===== src/design/dest_pkg.sv =====
// Types and constants shared by the delayed event slot table.
package dest_pkg;

    // Input transaction modes.
    localparam logic [1:0] MODE_ADD   = 2'd0;
    localparam logic [1:0] MODE_TICK  = 2'd1;
    localparam logic [1:0] MODE_FLUSH = 2'd2;

    // Result kinds.
    localparam logic [1:0] KIND_ADD_STATUS = 2'd0;
    localparam logic [1:0] KIND_DELIVERY   = 2'd1;
    localparam logic [1:0] KIND_NONE_DUE   = 2'd2;
    localparam logic [1:0] KIND_FLUSH_DONE = 2'd3;

    // Fixed delay added to every event, in milliseconds.
    localparam logic [31:0] BASE_DELAY = 32'd300;

    // Most deliveries that one tick may release, and a counter that holds it.
    localparam int unsigned MAX_OUT = 8;
    localparam int unsigned CNT_W   = $clog2(MAX_OUT + 1);

    // One stored slot entry.
    typedef struct packed {
        logic [15:0] target;
        logic [7:0]  kind;
        logic [15:0] handle;
        logic [31:0] due;
    } slot_entry_t;

endpackage


===== src/design/delayed_event_slot_table.sv =====
// An add or tick walks all SLOTS entries, one a cycle while its scan is not stalled, then
// gives its final result from the finish state; a flush clears every slot and goes straight there.
// Throughput: one item at a time; the next is taken once the block is back in idle.
// A tick that releases several events stalls its scan while the result register is full.
// Reset (aresetn, synchronous, active low) empties every slot and clears the output.
// Slot payloads sit in a one-port-read, one-port-write memory; busy bits are flip-flops.
module delayed_event_slot_table #(
    parameter int unsigned SLOTS = 8
) (
    input  logic        aclk,
    input  logic        aresetn,

    input  logic        s_valid,
    output logic        s_ready,
    input  logic [1:0]  s_mode,
    input  logic [15:0] s_target_id,
    input  logic [7:0]  s_event_kind,
    input  logic [15:0] s_event_handle,
    input  logic [8:0]  s_jitter_ms,
    input  logic [31:0] s_now_ms,

    output logic        m_valid,
    input  logic        m_ready,
    output logic [1:0]  m_kind,
    output logic        m_accepted,
    output logic [15:0] m_out_target,
    output logic [15:0] m_out_event,
    output logic        m_last
);

    localparam int unsigned IDX_W = (SLOTS > 1) ? $clog2(SLOTS) : 1;
    localparam logic [IDX_W-1:0] LAST_IDX = IDX_W'(SLOTS - 1);
    localparam logic [dest_pkg::CNT_W-1:0] CNT_MAX = dest_pkg::CNT_W'(dest_pkg::MAX_OUT);

    localparam logic [1:0] ST_IDLE = 2'd0;
    localparam logic [1:0] ST_EVAL = 2'd1;
    localparam logic [1:0] ST_FIN  = 2'd2;

    // Slot payload memory.
    dest_pkg::slot_entry_t slot_mem [SLOTS];

    logic [1:0]                 state_reg, state_next;
    logic [1:0]                 mode_reg, mode_next;
    logic [15:0]                tgt_reg, tgt_next;
    logic [7:0]                 kind_reg, kind_next;
    logic [15:0]                handle_reg, handle_next;
    logic [8:0]                 jitter_reg, jitter_next;
    logic [31:0]                now_reg, now_next;
    logic [IDX_W-1:0]           scan_idx_reg, scan_idx_next;
    logic [SLOTS-1:0]           busy_reg, busy_next;
    logic                       dup_reg, dup_next;
    logic                       free_found_reg, free_found_next;
    logic [IDX_W-1:0]           free_idx_reg, free_idx_next;
    logic [dest_pkg::CNT_W-1:0] hit_cnt_reg, hit_cnt_next;
    logic                       pend_valid_reg, pend_valid_next;
    logic [15:0]                pend_target_reg, pend_target_next;
    logic [15:0]                pend_event_reg, pend_event_next;
    dest_pkg::slot_entry_t      rd_data_reg;

    logic                       m_valid_reg, m_valid_next;
    logic [1:0]                 m_kind_reg, m_kind_next;
    logic                       m_accepted_reg, m_accepted_next;
    logic [15:0]                m_target_reg, m_target_next;
    logic [15:0]                m_event_reg, m_event_next;
    logic                       m_last_reg, m_last_next;

    logic                       rd_en;
    logic [IDX_W-1:0]           rd_idx;
    logic                       wr_en;
    dest_pkg::slot_entry_t      wr_data;
    logic                       out_free;
    logic                       slot_busy;
    logic                       hit;
    logic                       advance;

    assign s_ready      = (state_reg == ST_IDLE);
    assign m_valid      = m_valid_reg;
    assign m_kind       = m_kind_reg;
    assign m_accepted   = m_accepted_reg;
    assign m_out_target = m_target_reg;
    assign m_out_event  = m_event_reg;
    assign m_last       = m_last_reg;

    assign out_free  = !m_valid_reg || m_ready;
    assign slot_busy = busy_reg[scan_idx_reg];

    // Entry written by a successful add.
    always_comb begin
        wr_data.target = tgt_reg;
        wr_data.kind   = kind_reg;
        wr_data.handle = handle_reg;
        wr_data.due    = now_reg + dest_pkg::BASE_DELAY + 32'(jitter_reg);
    end

    // Scan sequencer and result generation.
    always_comb begin
        state_next       = state_reg;
        mode_next        = mode_reg;
        tgt_next         = tgt_reg;
        kind_next        = kind_reg;
        handle_next      = handle_reg;
        jitter_next      = jitter_reg;
        now_next         = now_reg;
        scan_idx_next    = scan_idx_reg;
        busy_next        = busy_reg;
        dup_next         = dup_reg;
        free_found_next  = free_found_reg;
        free_idx_next    = free_idx_reg;
        hit_cnt_next     = hit_cnt_reg;
        pend_valid_next  = pend_valid_reg;
        pend_target_next = pend_target_reg;
        pend_event_next  = pend_event_reg;
        m_valid_next     = m_valid_reg;
        m_kind_next      = m_kind_reg;
        m_accepted_next  = m_accepted_reg;
        m_target_next    = m_target_reg;
        m_event_next     = m_event_reg;
        m_last_next      = m_last_reg;
        rd_en            = 1'b0;
        rd_idx           = scan_idx_reg;
        wr_en            = 1'b0;
        hit              = 1'b0;
        advance          = 1'b1;

        // The held result leaves when the consumer takes it.
        if (m_valid_reg && m_ready) begin
            m_valid_next = 1'b0;
        end

        case (state_reg)
            ST_IDLE: begin
                if (s_valid) begin
                    mode_next   = s_mode;
                    tgt_next    = s_target_id;
                    kind_next   = s_event_kind;
                    handle_next = s_event_handle;
                    jitter_next = s_jitter_ms;
                    now_next    = s_now_ms;
                    case (s_mode)
                        dest_pkg::MODE_ADD, dest_pkg::MODE_TICK: begin
                            rd_en           = 1'b1;
                            rd_idx          = '0;
                            scan_idx_next   = '0;
                            dup_next        = 1'b0;
                            free_found_next = 1'b0;
                            hit_cnt_next    = '0;
                            pend_valid_next = 1'b0;
                            state_next      = ST_EVAL;
                        end
                        dest_pkg::MODE_FLUSH: begin
                            busy_next  = '0;
                            state_next = ST_FIN;
                        end
                        default: begin
                            state_next = ST_IDLE;
                        end
                    endcase
                end
            end

            ST_EVAL: begin
                if (mode_reg == dest_pkg::MODE_ADD) begin
                    // Duplicate check on busy slots, first free slot otherwise.
                    if (slot_busy) begin
                        if (rd_data_reg.target == tgt_reg && rd_data_reg.kind == kind_reg) begin
                            dup_next = 1'b1;
                        end
                    end else if (!free_found_reg) begin
                        free_found_next = 1'b1;
                        free_idx_next   = scan_idx_reg;
                    end
                end else begin
                    // A due slot is held back one step so the final one can be marked.
                    hit = slot_busy && (rd_data_reg.due < now_reg) && (hit_cnt_reg != CNT_MAX);
                    if (hit) begin
                        if (pend_valid_reg) begin
                            if (out_free) begin
                                m_valid_next    = 1'b1;
                                m_kind_next     = dest_pkg::KIND_DELIVERY;
                                m_accepted_next = 1'b0;
                                m_target_next   = pend_target_reg;
                                m_event_next    = pend_event_reg;
                                m_last_next     = 1'b0;
                            end else begin
                                advance = 1'b0;
                            end
                        end
                        if (advance) begin
                            pend_valid_next         = 1'b1;
                            pend_target_next        = rd_data_reg.target;
                            pend_event_next         = rd_data_reg.handle;
                            busy_next[scan_idx_reg] = 1'b0;
                            hit_cnt_next            = hit_cnt_reg + 1'b1;
                        end
                    end
                end

                // Move on to the next slot, or finish after the last one.
                if (advance) begin
                    if (scan_idx_reg == LAST_IDX) begin
                        state_next = ST_FIN;
                    end else begin
                        rd_en         = 1'b1;
                        rd_idx        = scan_idx_reg + 1'b1;
                        scan_idx_next = scan_idx_reg + 1'b1;
                    end
                end
            end

            ST_FIN: begin
                if (out_free) begin
                    m_valid_next    = 1'b1;
                    m_accepted_next = 1'b0;
                    m_target_next   = '0;
                    m_event_next    = '0;
                    m_last_next     = 1'b1;
                    case (mode_reg)
                        dest_pkg::MODE_ADD: begin
                            m_kind_next = dest_pkg::KIND_ADD_STATUS;
                            if (!dup_reg && free_found_reg) begin
                                m_accepted_next         = 1'b1;
                                wr_en                   = 1'b1;
                                busy_next[free_idx_reg] = 1'b1;
                            end
                        end
                        dest_pkg::MODE_TICK: begin
                            if (pend_valid_reg) begin
                                m_kind_next   = dest_pkg::KIND_DELIVERY;
                                m_target_next = pend_target_reg;
                                m_event_next  = pend_event_reg;
                            end else begin
                                m_kind_next = dest_pkg::KIND_NONE_DUE;
                            end
                        end
                        default: begin
                            m_kind_next = dest_pkg::KIND_FLUSH_DONE;
                        end
                    endcase
                    state_next = ST_IDLE;
                end
            end

            default: begin
                state_next = ST_IDLE;
            end
        endcase
    end

    // Control registers.
    always_ff @(posedge aclk) begin
        if (!aresetn) begin
            state_reg   <= ST_IDLE;
            busy_reg    <= '0;
            m_valid_reg <= 1'b0;
        end else begin
            state_reg   <= state_next;
            busy_reg    <= busy_next;
            m_valid_reg <= m_valid_next;
        end
    end

    // Payload and scan registers.
    always_ff @(posedge aclk) begin
        mode_reg        <= mode_next;
        tgt_reg         <= tgt_next;
        kind_reg        <= kind_next;
        handle_reg      <= handle_next;
        jitter_reg      <= jitter_next;
        now_reg         <= now_next;
        scan_idx_reg    <= scan_idx_next;
        dup_reg         <= dup_next;
        free_found_reg  <= free_found_next;
        free_idx_reg    <= free_idx_next;
        hit_cnt_reg     <= hit_cnt_next;
        pend_valid_reg  <= pend_valid_next;
        pend_target_reg <= pend_target_next;
        pend_event_reg  <= pend_event_next;
        m_kind_reg      <= m_kind_next;
        m_accepted_reg  <= m_accepted_next;
        m_target_reg    <= m_target_next;
        m_event_reg     <= m_event_next;
        m_last_reg      <= m_last_next;
    end

    // Slot memory: registered read, single write port.
    always_ff @(posedge aclk) begin
        if (rd_en) begin
            rd_data_reg <= slot_mem[rd_idx];
        end
    end

    always_ff @(posedge aclk) begin
        if (wr_en) begin
            slot_mem[free_idx_reg] <= wr_data;
        end
    end

endmodule


===== config.mk =====
export PLATFORM = sky130hd
export DESIGN_NAME = delayed_event_slot_table
export DESIGN_NICKNAME = d
export VERILOG_FILES = /design/src/design/dest_pkg.sv /design/src/design/delayed_event_slot_table.sv
export SDC_FILE = /design/constraint.sdc
export NUM_CORES = 1
export LEC_CHECK = 0
export ABC_AREA = 1
export BUFFER_PORTS_ARGS = -buffer_cell sky130_fd_sc_hd__buf_2
export CAP_MARGIN = 20
export CORE_MARGIN = 8
export CORE_UTILIZATION = 45
export DETAILED_ROUTE_END_ITERATION = 8
export PLACE_DENSITY_LB_ADDON = 0.3
export SLEW_MARGIN = 10
export SYNTH_ARGS = -nofsm -noshare
export SYNTH_HDL_FRONTEND = slang
export SYNTH_SLANG_ARGS = --single-unit

===== constraint.sdc =====
create_clock -name aclk -period 17.7 [get_ports aclk]
set_clock_uncertainty 0.05 [all_clocks]
set_input_delay 5.31 -clock aclk [delete_from_list [all_inputs] [get_ports aclk]]
set_output_delay 5.31 -clock aclk [all_outputs]
set_load 0.1 [all_outputs]

# After elaboration in Yosys (flattened, before gate mapping)
# Memory sizes are Yosys's and may differ from the RTL's. A register that Yosys moved wholly into a read port is not among the register bits.
# Index checks and enable logic that the tools add are counted.
op_classes:
  add_sub_neg: 4
  magnitude_cmp: 5
  eq_ne: 26
  muxes: 102
  bitwise_logic: 6
  reduce_logical: 26
op_table:
  columns: ["operator", "n"]
  rows:
  - ["two-way mux 16 bit", 14]
  - ["two-way mux 8 bit", 8]
  - ["one-hot mux 16 bit (2 select lines)", 2]
  - ["two-way mux 1 bit", 42]
  - ["adder 32 x 9 -> 32 bit", 1]
  - ["adder 32 x 9 -> 32 bit, second input constant", 1]
  - ["less-than comparator 32 bit", 1]
  - ["!= test 2 bit, second input constant", 15]
  - ["one-hot mux 8 bit (3 select lines)", 1]
  - ["two-way mux 2 bit", 10]
  - ["two-way mux 4 bit", 5]
  - ["AND reduction 6 bit", 3]
  - ["equality test 16 bit", 1]
  - ["one-hot mux 1 bit (2 select lines)", 7]
  - ["two-way mux 3 bit", 4]
  - ["one-hot mux 2 bit (2 select lines)", 3]
  - ["AND reduction 4 bit", 3]
  - ["AND reduction 9 bit", 1]
  - ["bitwise AND 8 bit", 1]
  - ["equality test 8 bit", 1]
  - ["less-than comparator 3 x 4 -> 1 bit, second input constant", 2]
  - ["NOT 8 bit", 1]
  - ["OR 8 bit", 1]
  - ["one-hot mux 4 bit (2 select lines)", 1]
  - ["other kinds (22)", 40]
totals:
  ff_bits: 175
  ramBits: 576
  in_bits: 87
  output_inout_bits: 38
  n_memories: 1
memory_table:
  columns: ["name", "words", "word_bits", "rd", "rd_clocked_by_memory_dff", "wr", "line", "text"]
  rows:
  - ["slot_mem", 8, 72, 1, 1, 1, "delayed_event_slot_table.sv:40", "dest_pkg::slot_entry_t slot_mem [SLOTS];"]

# Longest topological paths before layout
logic_depth:
  word_depth: 12
  mapped_depth: 24

# Worst setup path before layout
# OpenSTA, ideal clock, no wires.
synth_path:
  path_kind: "in2reg"
  startpoint: "input m_ready"
  endpoint: "memory slot_mem[0][0] in the netlist's numbering (enable)"
  setup_ns: 0.503
  t_arrival_ns: 8.713
  t_required_ns: 17.147
  slack_ns: 8.434
  cell_stages: 4
  cell_sequence: "nor2_1 > inv_1 > nand3_1 > nor2_1"
synth_between:
  elab_chain_len: 5
synth_rtl:
  columns: ["item", "line", "text"]
  rows:
  - ["start: declaration", "delayed_event_slot_table.sv:23", "input logic m_ready,"]
  - ["logical OR 1 bit", "delayed_event_slot_table.sv:84", "assign out_free = !m_valid_reg || m_ready;"]
  - ["two-way mux 1 bit", "delayed_event_slot_table.sv:211", "if (out_free) begin"]
  - ["two-way mux 1 bit", "delayed_event_slot_table.sv:130", "case (state_reg)"]
  - ["two-way mux 1 bit", "delayed_event_slot_table.sv:293", "if (wr_en) begin"]
  - ["two-way mux 1 bit (not written as such)", "delayed_event_slot_table.sv:294", "slot_mem[free_idx_reg] <= wr_data;"]
  - ["end: declaration", "delayed_event_slot_table.sv:40", null]
# Every way passes these cells.

# Worst setup path in the final report
layout_path:
  startpoint: "input m_ready"
  endpoint: "register, netlist name rd_data_reg[47]"
layout_between:
  elab_chain_len: 11
  elab_cells_between_ends: 13
  classes_between: "mux (12); reduce/logical (1)"
layout_rtl:
  columns: ["item", "line", "text"]
  rows:
  - ["logical OR 1 bit *", "delayed_event_slot_table.sv:84", null]
  - ["two-way mux 1 bit *", "delayed_event_slot_table.sv:177", "if (out_free) begin"]
  - ["two-way mux 1 bit *", "delayed_event_slot_table.sv:176", "if (pend_valid_reg) begin"]
  - ["two-way mux 1 bit *", "delayed_event_slot_table.sv:175", "if (hit) begin"]
  - ["two-way mux 1 bit *", "delayed_event_slot_table.sv:162", "if (mode_reg == dest_pkg::MODE_ADD) begin"]
  - ["two-way mux 1 bit *", "delayed_event_slot_table.sv:130", null]
  - ["two-way mux 1 bit *", "delayed_event_slot_table.sv:175", null]
  - ["two-way mux 1 bit *", "delayed_event_slot_table.sv:162", null]
  - ["two-way mux 1 bit *", "delayed_event_slot_table.sv:130", null]
  - ["two-way mux 3 bit or two-way mux 1 bit (tied branches)", null, null]
  - ["one-hot mux 3 bit (2 select lines) or one-hot mux 1 bit (2 select lines) (tied branches)", "delayed_event_slot_table.sv:130", null]
# Every way passes the cells marked *; elsewhere a longest branch is shown, timed or not. The select of a mux whose other input is x is not followed.
# A chain may end at the register's enable or synchronous reset.

==> run_results.csv <==
group,metric,value,unit
die,rows,100,
clock_network,cts_resized,0,
logic_synthesis,async_flop_share,0,%
clock_network,clockBufferDepth,3,
layout,largest_register_ff_count,576,
timing,hold_viol,0,
timing,grt_setup_unrepaired,"no",
clock_network,root_buffer,"clkbuf_16",
clock_network,post-cts-setup-buffers,0,
logic_synthesis,synth-edff-count,809,
logic_synthesis,synth_nets,2768,
drt,wl_met3,5520,um
drt,top_layer,"met5",
die,fp.dieH,289,um
drt,route.vias.total,20700,
power,power_leakage,13.7,nW
worst_setup_path,critPathLaunchType,"input port",
min_path,holdCritStartpoint,"rd_data_reg[32]",
drt,drc,0,
min_path,hp-class,"reg -> reg",
grt,grt_pass1_vias,20000,
logic_synthesis,ys_ff_latch,823,
logic_synthesis,yosysTopAreaCell,"edfxtp_1",
logic_synthesis,synthXorXnorAreaFrac,1.31,%
worst_setup_path,path_class,"in -> reg",
timing,period_share,50.9,%
drt,wl_per_cell,20.8,um
clock_network,clock_latency,0.64,ns
clock_network,cts.sinks,823,
worst_setup_path,worstPathMaxFanout,76,
grt,grt_first_pass_wirelength,117000,um
drt,drt_iter0_drc,2065,
timing,period_needed,9.01,ns
logic_synthesis,synthSimpleGateAreaFrac,18.0,%
die,io_pins,125,
die,die-width,289,um
logic_synthesis,synthDominantCellAreaShare,72.5,%
power,irDropWorstVdd,0.185,mV
drt,drt-total-wl,78100,um
logic_synthesis,synth_top_family_by_area,"simple AND/OR/NAND/NOR gates",
clock_network,cts_hold_buffers,0,
layout,layout_commonest_cell,"edfxtp_1",
clock_network,cts_tree,"done",
logic_synthesis,synthMuxAreaShare,0.0299,%
clock_network,cts_buffers,84,
worst_setup_path,end_kind,"flop",
logic_synthesis,syn_inst,2624,
place,dp.cells,3596,
grt,gr-total-overflow,0,
logic_synthesis,yosysSeqAreaShare,73.3,%
worst_setup_path,cp_slowest_cell,"buf_4",
grt,grt_antenna_before_repair,1,
layout,drive_gt1_share,10.7,%
worst_setup_path,cp.arrival,9.33,ns
logic_synthesis,synth_cell_types,43,
drt,met2_length,37100,um
logic_synthesis,synth_area,33500,um2
logic_synthesis,synth-compound-area-share,1.36,%
die,core-area,74100,um2
layout,nNetsFinal,2858,
clock_network,cts_max_level,3,
drt,wl_met1,33400,um
logic_synthesis,synth_ff_type,"edfxtp_1",
worst_setup_path,required,18.01,ns
worst_setup_path,crit_chain,"buf_2 > nor2_1 > inv_1 > nor2_1 > inv_1 > nor2_1 > nand4_1 > nand3_1 > nand2_4 > inv_4 > buf_4 > nand3_1 > nand3_1 > nand2_1",
place,routabilityCongestion,0.786,
timing,drv_slew,0,
worst_setup_path,worstReg2RegStart,"now_reg[15]",
place,port_buffers,124,
layout,fin_cells,3751,
logic_synthesis,yosys.area_share.adder,2.15,%
drt,vias_per_cell,5.53,
grt,grt_start_max_net_pins,209,
timing,setup-violations-final,0,
timing,relSlewSlack,24.2,%
die,start_util,45.3,%
die,dieArea,83500,um2
layout,final_cell_mix,"809 x edfxtp_1, 749 x nand3_1, 444 x nand2_1, 129 x inv_1, 124 x buf_2",
layout,area_delta_synth_final,12.5,%
power,powerDensity,181,nW/um2
timing,fmax,0.111,GHz
worst_setup_path,crit_path_max_incr_delay,0.94,ns
flow_run,cap_viol_max_count,0,
logic_synthesis,syn_area_per_cell,12.8,um2
layout,num_antenna_cells,0,
worst_setup_path,cp-startpoint,"m_ready",
drt,drtPass1Iterations,8,
drt,drtAntennaViolNets,0,
logic_synthesis,yosys_warnings,0,
timing,worst_slew_pin_slew,1.14,ns
timing,fin_tns_setup,0,ns
clock_network,clk_pin_slew,0.06,ns
timing,hold_slack,0.368,ns
logic_synthesis,yosys-top-cells-area,"edfxtp_1 72%, nand3_1 11%, nand2_1 5.0%, ha_1 2.1%, inv_1 1.5%",
grt,track_usage,18.2,%
place,hpwl,41200,um
run_status,outcome,"completed",
## worst max-delay path, delay by kind of cell
| kind | cells | cell delay, ns |
|---|---|---|
| buffers and inverters | 5 | 2.15 |
| AND/OR/NAND/NOR | 9 | 1.82 |
## through the flow
stage | utilization, % | power, mW | setup slack (ns) | cell area (um2)
2_1_floorplan | - | 4.56 | 8.43 | 33500
5_1_grt | 50.9 | 7.20 | 8.38 | 37700
6_report | 50.9 | 6.84 | 8.69 | 37700
3_3_place_gp | 47.2 | 5.05 | 7.46 | 34900
3_5_place_dp | 47.2 | 5.12 | 7.59 | 35000
4_1_cts | 50.9 | 6.87 | 8.23 | 37700
## cell type report
class,instances,area (um2)
clock buffers,112,2250
clock inverters,42,459
fillers,6278,36300
inverters,136,515
multi-input cells,1518,7800
flip-flops and latches,823,24600
well taps,969,1210
repair buffers,151,908
## logic make-up (layout without fill, tap and decap cells)
| kind of cell | Yosys count | in the layout |
|---|---|---|
| xor+xnor | 50 | 50 |
| buf+inv | 283 | 441 |
| fa+ha+maj | 57 | 57 |
| compound gates | 82 | 82 |
| simple gates | 1328 | 1328 |
| flops | 823 | 823 |
| mux | 1 | 1 |
## cell usage after synthesis (2+ instances only)
master / count
nand3_1: 750
edfxtp_1: 809
clkbuf_1: 59
buf_6: 13
nor2_1: 86
buf_1: 12
nand2_1: 447
nor4_1: 6
o22ai_1: 4
xnor2_1: 13
nor3b_1: 2
nand4_1: 9
o21ai_0: 24
inv_2: 5
a21oi_1: 38
buf_2: 45
ha_1: 56
buf_4: 18
nand2_2: 2
or2_2: 5
inv_1: 130
a211oi_1: 7
nor3_1: 15
dfxtp_1: 14
xor2_1: 37
## routing by layer
layer	up-vias	GRT usage, %
met5	-	0
met3	122	2.83
li1	9646	-
met4	2	6.29
met2	766	29.7
met1	10200	24.9
## power by group
part           internal (mW)  switching, mW  total (mW)
combinational          0.595           1.74        2.33
sequential              2.62          0.135        2.76
clock                   1.03          0.724        1.75
## final timing paths
kind         depth (start not counted)           endpoint  slack, ns
max reg2reg                         20    rd_data_reg[47]      12.42
max                                 14    rd_data_reg[47]       8.69
min                                  0  pend_event_reg[0]       0.37
min reg2reg                          0  pend_event_reg[0]       0.37
Note: power is estimated with default switching activity, not from simulation.
